$ cat config.mk
export PLATFORM = sky130hd
export DESIGN_NAME = pid_controller_with_clamps
export DESIGN_NICKNAME = d
export VERILOG_FILES = /design/src/rtl/pidc_pkg.sv /design/src/rtl/pid_controller_with_clamps.sv
export VERILOG_INCLUDE_DIRS = /design/src /design/src/rtl
export SDC_FILE = /design/constraint.sdc
export NUM_CORES = 2
export LEC_CHECK = 0
export ABC_CLOCK_PERIOD_IN_PS = 9680
export CAP_MARGIN = 10
export CORE_ASPECT_RATIO = 0.8
export CORE_MARGIN = 8
export CORE_UTILIZATION = 50
export CTS_CLUSTER_DIAMETER = 30
export DETAILED_ROUTE_END_ITERATION = 7
export DONT_BUFFER_PORTS = 1
export PLACE_DENSITY = 0.74
export SYNTH_ARGS = -nofsm -noshare
export SYNTH_HDL_FRONTEND = slang
export SYNTH_SLANG_ARGS = --single-unit
$ cat constraint.sdc
create_clock -name aclk -period 9.68 [get_ports aclk]
set_clock_uncertainty 0.1 [all_clocks]
set_input_delay 1.936 -clock aclk [delete_from_list [all_inputs] [get_ports aclk]]
set_output_delay 1.936 -clock aclk [all_outputs]
set_load 0.1 [all_outputs]
$ cat src/rtl/pid_controller_with_clamps_assert.svh
// ---------------------------------------------------------------------------
// PID controller assertion macros
// Concurrent assertion helpers that fall away to nothing under synthesis.
// ---------------------------------------------------------------------------
`ifndef PID_CONTROLLER_WITH_CLAMPS_ASSERT_SVH
`define PID_CONTROLLER_WITH_CLAMPS_ASSERT_SVH
`ifndef SYNTHESIS
`define PIDC_ASSERT_CLK(label, clk, rst_n, prop) \
    label: assert property (@(posedge clk) disable iff (!rst_n) (prop)) \
        else $error("PID controller assertion failed");
`define PIDC_ASSERT(label, prop) `PIDC_ASSERT_CLK(label, aclk, aresetn, prop)
`else
`define PIDC_ASSERT_CLK(label, clk, rst_n, prop)
`define PIDC_ASSERT(label, prop)
`endif
`endif

$ cat src/rtl/pidc_pkg.sv
// ---------------------------------------------------------------------------
// PID controller package
// Widths, register indexes and reset values of the clamped PID controller.
// ---------------------------------------------------------------------------
package pidc_pkg;

    localparam int DATA_W  = 32;
    localparam int LIM_W   = 31;
    localparam int IDX_W   = 3;
    localparam int OP_W    = 33;
    localparam int PROD_W  = 2 * OP_W;
    localparam int FRAC_W  = 16;
    localparam int TERM_W  = PROD_W - FRAC_W;
    localparam int ACC_W   = TERM_W + 2;

    typedef logic signed [DATA_W-1:0] q16_t;
    typedef logic        [LIM_W-1:0]  lim_t;
    typedef logic        [IDX_W-1:0]  reg_idx_t;

    localparam reg_idx_t REG_KP          = 3'd0;
    localparam reg_idx_t REG_KI          = 3'd1;
    localparam reg_idx_t REG_KD          = 3'd2;
    localparam reg_idx_t REG_INT_LIMIT   = 3'd3;
    localparam reg_idx_t REG_OUT_LIMIT   = 3'd4;
    localparam reg_idx_t REG_DERIV_RATE  = 3'd5;

    localparam q16_t KP_RESET          = 32'sd32768;
    localparam q16_t KI_RESET          = 32'sd6554;
    localparam q16_t KD_RESET          = 32'sd0;
    localparam lim_t INT_LIMIT_RESET   = 31'd3277;
    localparam lim_t OUT_LIMIT_RESET   = 31'd9830;
    localparam lim_t DERIV_RATE_RESET  = 31'd655360;

endpackage

$ cat src/rtl/pid_controller_with_clamps.sv
// ---------------------------------------------------------------------------
// Clamped PID controller
// Q16.16 PID step with anti-windup integral clamp and drive clamp, built
// around one shared 33 x 33 bit signed multiplier.
// ---------------------------------------------------------------------------
//
//  Channel   Direction  Transfer when              Contents
//  s_*       in         s_tvalid && s_tready       error sample, restart flag
//  m_*       out        m_tvalid && m_tready       drive, clamp flag
//  cfg_*     in         cfg_valid && cfg_ready     register index and value
//
// An accepted sample occupies the sequencer, which takes no new sample until idle, for
// one multiplier pass each for the derivative, kp, kd and ki products, an accumulate
// step and a clamp step that loads the output register.
// The sequencer only holds at the clamp step while an earlier result is still waiting.
// Reset is synchronous and active low, and restores the gains, limits and state.
// Configuration writes are always taken.

`include "pid_controller_with_clamps_assert.svh"

module pid_controller_with_clamps (
    input  logic        aclk,
    input  logic        aresetn,
    // Input stream
    input  logic        s_tvalid,
    output logic        s_tready,
    input  logic [31:0] s_tdata,   // [31:0] error_sample
    input  logic        s_tuser,   // [0] restart
    // Result stream
    output logic        m_tvalid,
    input  logic        m_tready,
    output logic [31:0] m_tdata,   // [31:0] drive
    output logic        m_tuser,   // [0] drive_clamped
    // Configuration writes
    input  logic        cfg_valid,
    output logic        cfg_ready,
    input  logic [2:0]  cfg_index,
    input  logic [31:0] cfg_data
);

    // Sequencer states.
    localparam logic [2:0] S_IDLE = 3'd0;
    localparam logic [2:0] S_DER  = 3'd1;
    localparam logic [2:0] S_KP   = 3'd2;
    localparam logic [2:0] S_KD   = 3'd3;
    localparam logic [2:0] S_KI   = 3'd4;
    localparam logic [2:0] S_ACC  = 3'd5;
    localparam logic [2:0] S_FIN  = 3'd6;

    localparam int OP_W   = pidc_pkg::OP_W;
    localparam int PROD_W = pidc_pkg::PROD_W;
    localparam int TERM_W = pidc_pkg::TERM_W;
    localparam int ACC_W  = pidc_pkg::ACC_W;
    localparam int DW     = pidc_pkg::DATA_W;
    localparam int LW     = pidc_pkg::LIM_W;

    // Configuration registers.
    pidc_pkg::q16_t kp_reg, ki_reg, kd_reg;
    pidc_pkg::lim_t int_limit_reg, out_limit_reg, deriv_rate_reg;

    // Controller state and working registers.
    logic [2:0]                 state_reg;
    pidc_pkg::q16_t             err_reg;
    pidc_pkg::q16_t             integral_reg;
    pidc_pkg::q16_t             prev_err_reg;
    logic                       has_prev_reg;
    pidc_pkg::q16_t             deriv_reg;
    logic signed [PROD_W-1:0]   prod_reg;
    logic signed [ACC_W-1:0]    acc_reg;
    logic                       m_valid_reg;
    pidc_pkg::q16_t             drive_reg;
    logic                       clamped_reg;

    logic                       s_accept;
    logic                       out_free;
    logic signed [OP_W-1:0]     mul_a, mul_b;
    logic signed [TERM_W-1:0]   term;
    logic signed [ACC_W-1:0]    term_ext;
    pidc_pkg::q16_t             deriv_sat;
    logic signed [OP_W-1:0]     int_sum, int_lim_ext;
    pidc_pkg::q16_t             integral_next;
    logic signed [ACC_W-1:0]    out_lim_ext;
    pidc_pkg::q16_t             drive_next;
    logic                       clamped_next;

    assign s_tready  = (state_reg == S_IDLE);
    assign s_accept  = s_tvalid && s_tready;
    assign out_free  = !m_valid_reg || m_tready;
    assign cfg_ready = 1'b1;
    assign m_tvalid  = m_valid_reg;
    assign m_tdata   = drive_reg;
    assign m_tuser   = clamped_reg;

    // Operand selection for the shared multiplier.
    always_comb begin
        mul_a = '0;
        mul_b = '0;
        case (state_reg)
            S_DER: begin
                if (has_prev_reg) begin
                    mul_a = {err_reg[DW-1], err_reg} - {prev_err_reg[DW-1], prev_err_reg};
                end
                mul_b = {2'b00, deriv_rate_reg};
            end
            S_KP: begin
                mul_a = {kp_reg[DW-1], kp_reg};
                mul_b = {err_reg[DW-1], err_reg};
            end
            S_KD: begin
                mul_a = {kd_reg[DW-1], kd_reg};
                mul_b = {deriv_reg[DW-1], deriv_reg};
            end
            S_KI: begin
                mul_a = {ki_reg[DW-1], ki_reg};
                mul_b = {integral_reg[DW-1], integral_reg};
            end
            default: begin
                mul_a = '0;
                mul_b = '0;
            end
        endcase
    end

    // Dropping the sixteen fraction bits of a signed product is a floor.
    always_comb begin
        term     = prod_reg[PROD_W-1:pidc_pkg::FRAC_W];
        term_ext = {{(ACC_W-TERM_W){term[TERM_W-1]}}, term};
        if (term[TERM_W-1:DW-1] != {(TERM_W-DW+1){term[TERM_W-1]}}) begin
            deriv_sat = term[TERM_W-1] ? {1'b1, {(DW-1){1'b0}}} : {1'b0, {(DW-1){1'b1}}};
        end else begin
            deriv_sat = term[DW-1:0];
        end
    end

    // Anti-windup integral update.
    always_comb begin
        int_sum     = {integral_reg[DW-1], integral_reg} + {err_reg[DW-1], err_reg};
        int_lim_ext = {2'b00, int_limit_reg};
        if (int_sum > int_lim_ext) begin
            integral_next = int_lim_ext[DW-1:0];
        end else if (int_sum < -int_lim_ext) begin
            integral_next = -int_lim_ext[DW-1:0];
        end else begin
            integral_next = int_sum[DW-1:0];
        end
    end

    // Drive clamp on the full-width sum.
    always_comb begin
        out_lim_ext = {{(ACC_W-LW){1'b0}}, out_limit_reg};
        clamped_next = 1'b1;
        if (acc_reg > out_lim_ext) begin
            drive_next = out_lim_ext[DW-1:0];
        end else if (acc_reg < -out_lim_ext) begin
            drive_next = -out_lim_ext[DW-1:0];
        end else begin
            drive_next   = acc_reg[DW-1:0];
            clamped_next = 1'b0;
        end
    end

    always_ff @(posedge aclk) begin
        if (!aresetn) begin
            kp_reg         <= pidc_pkg::KP_RESET;
            ki_reg         <= pidc_pkg::KI_RESET;
            kd_reg         <= pidc_pkg::KD_RESET;
            int_limit_reg  <= pidc_pkg::INT_LIMIT_RESET;
            out_limit_reg  <= pidc_pkg::OUT_LIMIT_RESET;
            deriv_rate_reg <= pidc_pkg::DERIV_RATE_RESET;
        end else if (cfg_valid) begin
            case (cfg_index)
                pidc_pkg::REG_KP:         kp_reg         <= cfg_data;
                pidc_pkg::REG_KI:         ki_reg         <= cfg_data;
                pidc_pkg::REG_KD:         kd_reg         <= cfg_data;
                pidc_pkg::REG_INT_LIMIT:  int_limit_reg  <= cfg_data[LW-1:0];
                pidc_pkg::REG_OUT_LIMIT:  out_limit_reg  <= cfg_data[LW-1:0];
                pidc_pkg::REG_DERIV_RATE: deriv_rate_reg <= cfg_data[LW-1:0];
                default: begin
                end
            endcase
        end
    end

    always_ff @(posedge aclk) begin
        if (!aresetn) begin
            state_reg    <= S_IDLE;
            integral_reg <= '0;
            prev_err_reg <= '0;
            has_prev_reg <= 1'b0;
            m_valid_reg  <= 1'b0;
        end else begin
            // A new result is loaded from the clamp step, else a taken one is cleared.
            if (state_reg == S_FIN && out_free) begin
                m_valid_reg <= 1'b1;
            end else if (m_valid_reg && m_tready) begin
                m_valid_reg <= 1'b0;
            end
            case (state_reg)
                S_IDLE: begin
                    if (s_accept) begin
                        err_reg <= s_tdata;
                        if (s_tuser) begin
                            integral_reg <= '0;
                            prev_err_reg <= '0;
                            has_prev_reg <= 1'b0;
                        end
                        state_reg <= S_DER;
                    end
                end
                S_DER: begin
                    prod_reg     <= mul_a * mul_b;
                    integral_reg <= integral_next;
                    prev_err_reg <= err_reg;
                    has_prev_reg <= 1'b1;
                    state_reg    <= S_KP;
                end
                S_KP: begin
                    deriv_reg <= deriv_sat;
                    prod_reg  <= mul_a * mul_b;
                    state_reg <= S_KD;
                end
                S_KD: begin
                    acc_reg   <= term_ext;
                    prod_reg  <= mul_a * mul_b;
                    state_reg <= S_KI;
                end
                S_KI: begin
                    acc_reg   <= acc_reg + term_ext;
                    prod_reg  <= mul_a * mul_b;
                    state_reg <= S_ACC;
                end
                S_ACC: begin
                    acc_reg   <= acc_reg + term_ext;
                    state_reg <= S_FIN;
                end
                S_FIN: begin
                    if (out_free) begin
                        drive_reg   <= drive_next;
                        clamped_reg <= clamped_next;
                        state_reg   <= S_IDLE;
                    end
                end
                default: begin
                    state_reg <= S_IDLE;
                end
            endcase
        end
    end

    // A transfer in always starts the derivative pass.
    `PIDC_ASSERT(a_accept_starts, s_accept |=> (state_reg == S_DER))
    // A new result only appears from the clamp step.
    `PIDC_ASSERT(a_result_from_fin, $rose(m_valid_reg) |-> ($past(state_reg) == S_FIN))
    // History is marked valid once the derivative pass has run.
    `PIDC_ASSERT(a_history_set, (state_reg == S_DER) |=> has_prev_reg)
    // The clamp step never overwrites a result that is still waiting.
    `PIDC_ASSERT(a_no_overwrite, (m_valid_reg && !m_tready) |=> $stable(drive_reg))

endmodule
==> results.md <==
- Vias in the first global route: slightly below 60k
- Worst path max stage delay: 0.54 ns
- Top cells by area, synth: fa_1 (34%), edfxtp_1 (8.8%), ha_1 (8.8%)
- Compound-gate portion of the synthesized area: between 10% and 20%
- Die Area: between 0.1 and 0.15 mm²
- Register area share after synthesis: between 10% and 20%
- CP max FO: 5
- Routed wire length: around 240 mm
- Die height: between 300 and 400 µm
- Clock Tree Root: clkbuf_16
- GR Layer Usage met2: 46.8%
- Routed Antenna Nets: 0
- CTS buffer count: just over 80
- Max rail drop VDD: between 0.0001 and 0.00015 V
- CP required: about 10 ns
- Cells after DPL: between 9k and 10k
- Measured slew at the worst slew-check pin: around 1.2 ns
- Sequential cell area: about 0.011 mm²
- Max Slew Vio Count: 0
- Post-synth EDFFs: 199
- Slew HR: 15.4%
- Startpoint types: register
- HPWL after DPL: between 150 and 200 mm
- Area delta synth->final: 18.6%
- Yosys cell types: 87
- Clock Latency Late Sink: 0.66 ns
- Critical path's slowest cell: fa_1
- Worst hold-check path type: reg2reg
- Post-Layout Cell Count: between 9k and 10k
- Clk sink count: 457
- XOR/XNOR Fraction of Synth Area: between 2 and 3%
- Max Cap Violations: 0
- Synth Area in Simple Gates: approximately 15%
- Setup CP Type: reg2reg
- Top cell type's share of synthesized area: around a third
- Die width: around 430 µm
- Post-synth top flop: dfxtp_1
- H-tree depth: 3
- Initial core utilization: between 50 and 60%
- Max Freq: approximately 96 MHz
- Max reg flops: 52
- Clock transition at the registers of the reported paths: 0.06 ns
- Post-Place Cell Area: 0.0747 mm²
- Most frequent CP cell: fa_1
- CP endpoint kind: register
- Largest net degree at the start of global routing: 238
- Wire length of the first global-routing pass: roughly 370 mm
- Failing checks: negative setup slack
- CTS hold repair buffers: 0
- Number of I/O pins: between 100 and 150
- Most used routing layer: met2
- Std-Cell Rows: 120
- Final #Nets: roughly 10k
- Mux contribution to synthesized area: 1.51%
- Post-Syn Area: approximately 0.068 mm²
- GRT overflow: 0
- CTS tree: built
- Minimum clock period: between 10 and 15 ns
- Routed wire per std cell: 24.2 µm
- Outcome: finished with violations
- Drt first-iter violations: between 6k and 7k
- DRC violations left: 0
- Vias: between 50k and 60k
- Synth Area in Adders: 42.7%
- Flops & latches, synth: roughly 460
- Post-synth top area cell: fa_1
- Syn_area_per_cell: roughly 8.8 µm²
- Setup ws final: -0.755 ns
- Fillers: 11.3k
- Unrepaired setup endpoints after global routing: yes
- Syn Nets: 9386
- Pwr Density: ~92 mW/mm²
- GR Util All Layers: between 30% and 40%
- Yosys Warn Count: 0
- Core footprint: between 0.1 and 0.15 mm²
- Antenna violations before repair: 19
- Synth Instances: 7692
- Fin crit share: 108%
- Layout cells sized above 1: between 10% and 20%
- Largest family of logic cells by synthesized area: adder cells
- Hold Fails Final Rpt: 0
- Final setup vio count: 41
- Footprint of the multi-input gates: a little over 0.05 mm²
- Global placer's final weighted congestion: a little over 1
- Leakage power: about 37 nW
- IO buf count: 0
- DRT Pass-1 Iters: 8
- Met3 Use GR: 9.98%
- Final Cell Area: between 0.08 and 0.09 mm²
- Via/cell ratio: roughly 6
- Grt met1 use: 45.0%
- Crit path arrival time: about 11 ns
- Ys async rst share: 0%
- Clock Tree Buf Depth: 3
- Final Core Density: around three fifths
- Hold slack: 0.363 ns
-- final timing paths --
path                     from           end  slack (ns)  cells after the start
hold / removal      kp_reg[1]     kp_reg[1]        0.36                      2
setup / recovery  err_reg[13]  prod_reg[47]       -0.75                     44
hold reg to reg     kp_reg[1]     kp_reg[1]        0.36                      2
setup reg to reg  err_reg[13]  prod_reg[47]       -0.75                     44
-- repair_timing --
item,CTS,global route
pin swaps,200,173
hold endpoints to repair,0,0
setup buffers,62,54
endpoints found under the setup margin,42,44
gates cloned,1,1
resized for setup,233,180
-- cell usage in the layout (no fill, tap or decap), types with 70 or more instances in the layout --
master	count
o21ai_0	178
a21oi_1	213
edfxtp_1	199
clkbuf_16	86
fa_1	1099
a21o_1	165
ha_1	448
dfxtp_1	255
nor2b_1	70
buf_12	85
xnor2_1	137
buf_4	606
nor2_1	594
inv_1	1304
a21boi_0	172
nand3_1	82
nand2_1	1248
-- critical path, delay by kind of cell (launching register included) --
family                     cells  cell delay [ns]
AOI/OAI and AO/OA              8             1.72
DFF                            1             0.46
xor gates and xnor gates       1             0.15
buffers and inverters         15             1.36
adders and majority gates     10             4.71
and+or+nand+nor               10             1.65
-- power by group --
part           switching, mW  internal, mW
logic                   1.37         0.854
registers             0.0955          2.11
clock network           1.14          1.84
total                   2.60          4.80
-- layer usage --
layer	part of all wire (%)	vias up
met2	42	3432
met1	40	29062
met4	4.9	18
met5	0.045	-
met3	13	636
li1	-	25341
-- cells by family after synthesis --
| kind of cell | Yosys count |
|---|---|
| buffers and inverters | 1727 |
| flip-flops | 457 |
| other | 1 |
| AO/OA/AOI/OAI | 1212 |
| AND/OR/NAND/NOR | 2369 |
| XOR/XNOR | 207 |
| multiplexers | 98 |
| adder cells (fa/ha/maj) | 1621 |
-- final cells by class --
cell class              instances  area share, %
multi-input cells            5508           64.8
flip-flops and latches        457           13.9
repair buffers                756           8.75
inverters                    1342           6.29
well taps                    1769           2.76
clock buffers                  96           2.75
clock inverters                55          0.778
diodes                          8         0.0249
-- metrics by stage --
| step | setup slack [ns] | setup TNS (ns) | total power [mW] |
|---|---|---|---|
| 2_1_floorplan | -0.0235 | -0.0538 | 3.43 |
| 3_3_place_gp | -0.927 | -22.84 | 4.23 |
| 3_5_place_dp | -1.09 | -27.63 | 4.26 |
| 4_1_cts | -0.684 | -16.60 | 7.30 |
| 5_1_grt | -1.01 | -30.68 | 7.65 |
| 6_report | -0.755 | -20.20 | 7.40 |
-- synth_stat cells (all sizes together), types with 21 or more instances --
cell type  count
mux2          34
buf           32
nand3         88
xor2          55
nand2b        33
a22oi         40
nor4          39
o211ai        32
and2          41
mux2i         64
a21boi       176
inv         1341
edfxtp       199
or3           21
o31ai         25
nand4         58
dfxtp        258
fa          1147
a21oi        241
o21a          60
xnor2        152
o21ai        232
nor2b         74
nand2       1267
clkbuf       353
nor2         620
and3          26
nor3          49
a221o         25
a211oi        34
a21o         165
ha           474
a22o          34
a31oi         22
(Power assumes the default switching activity.)
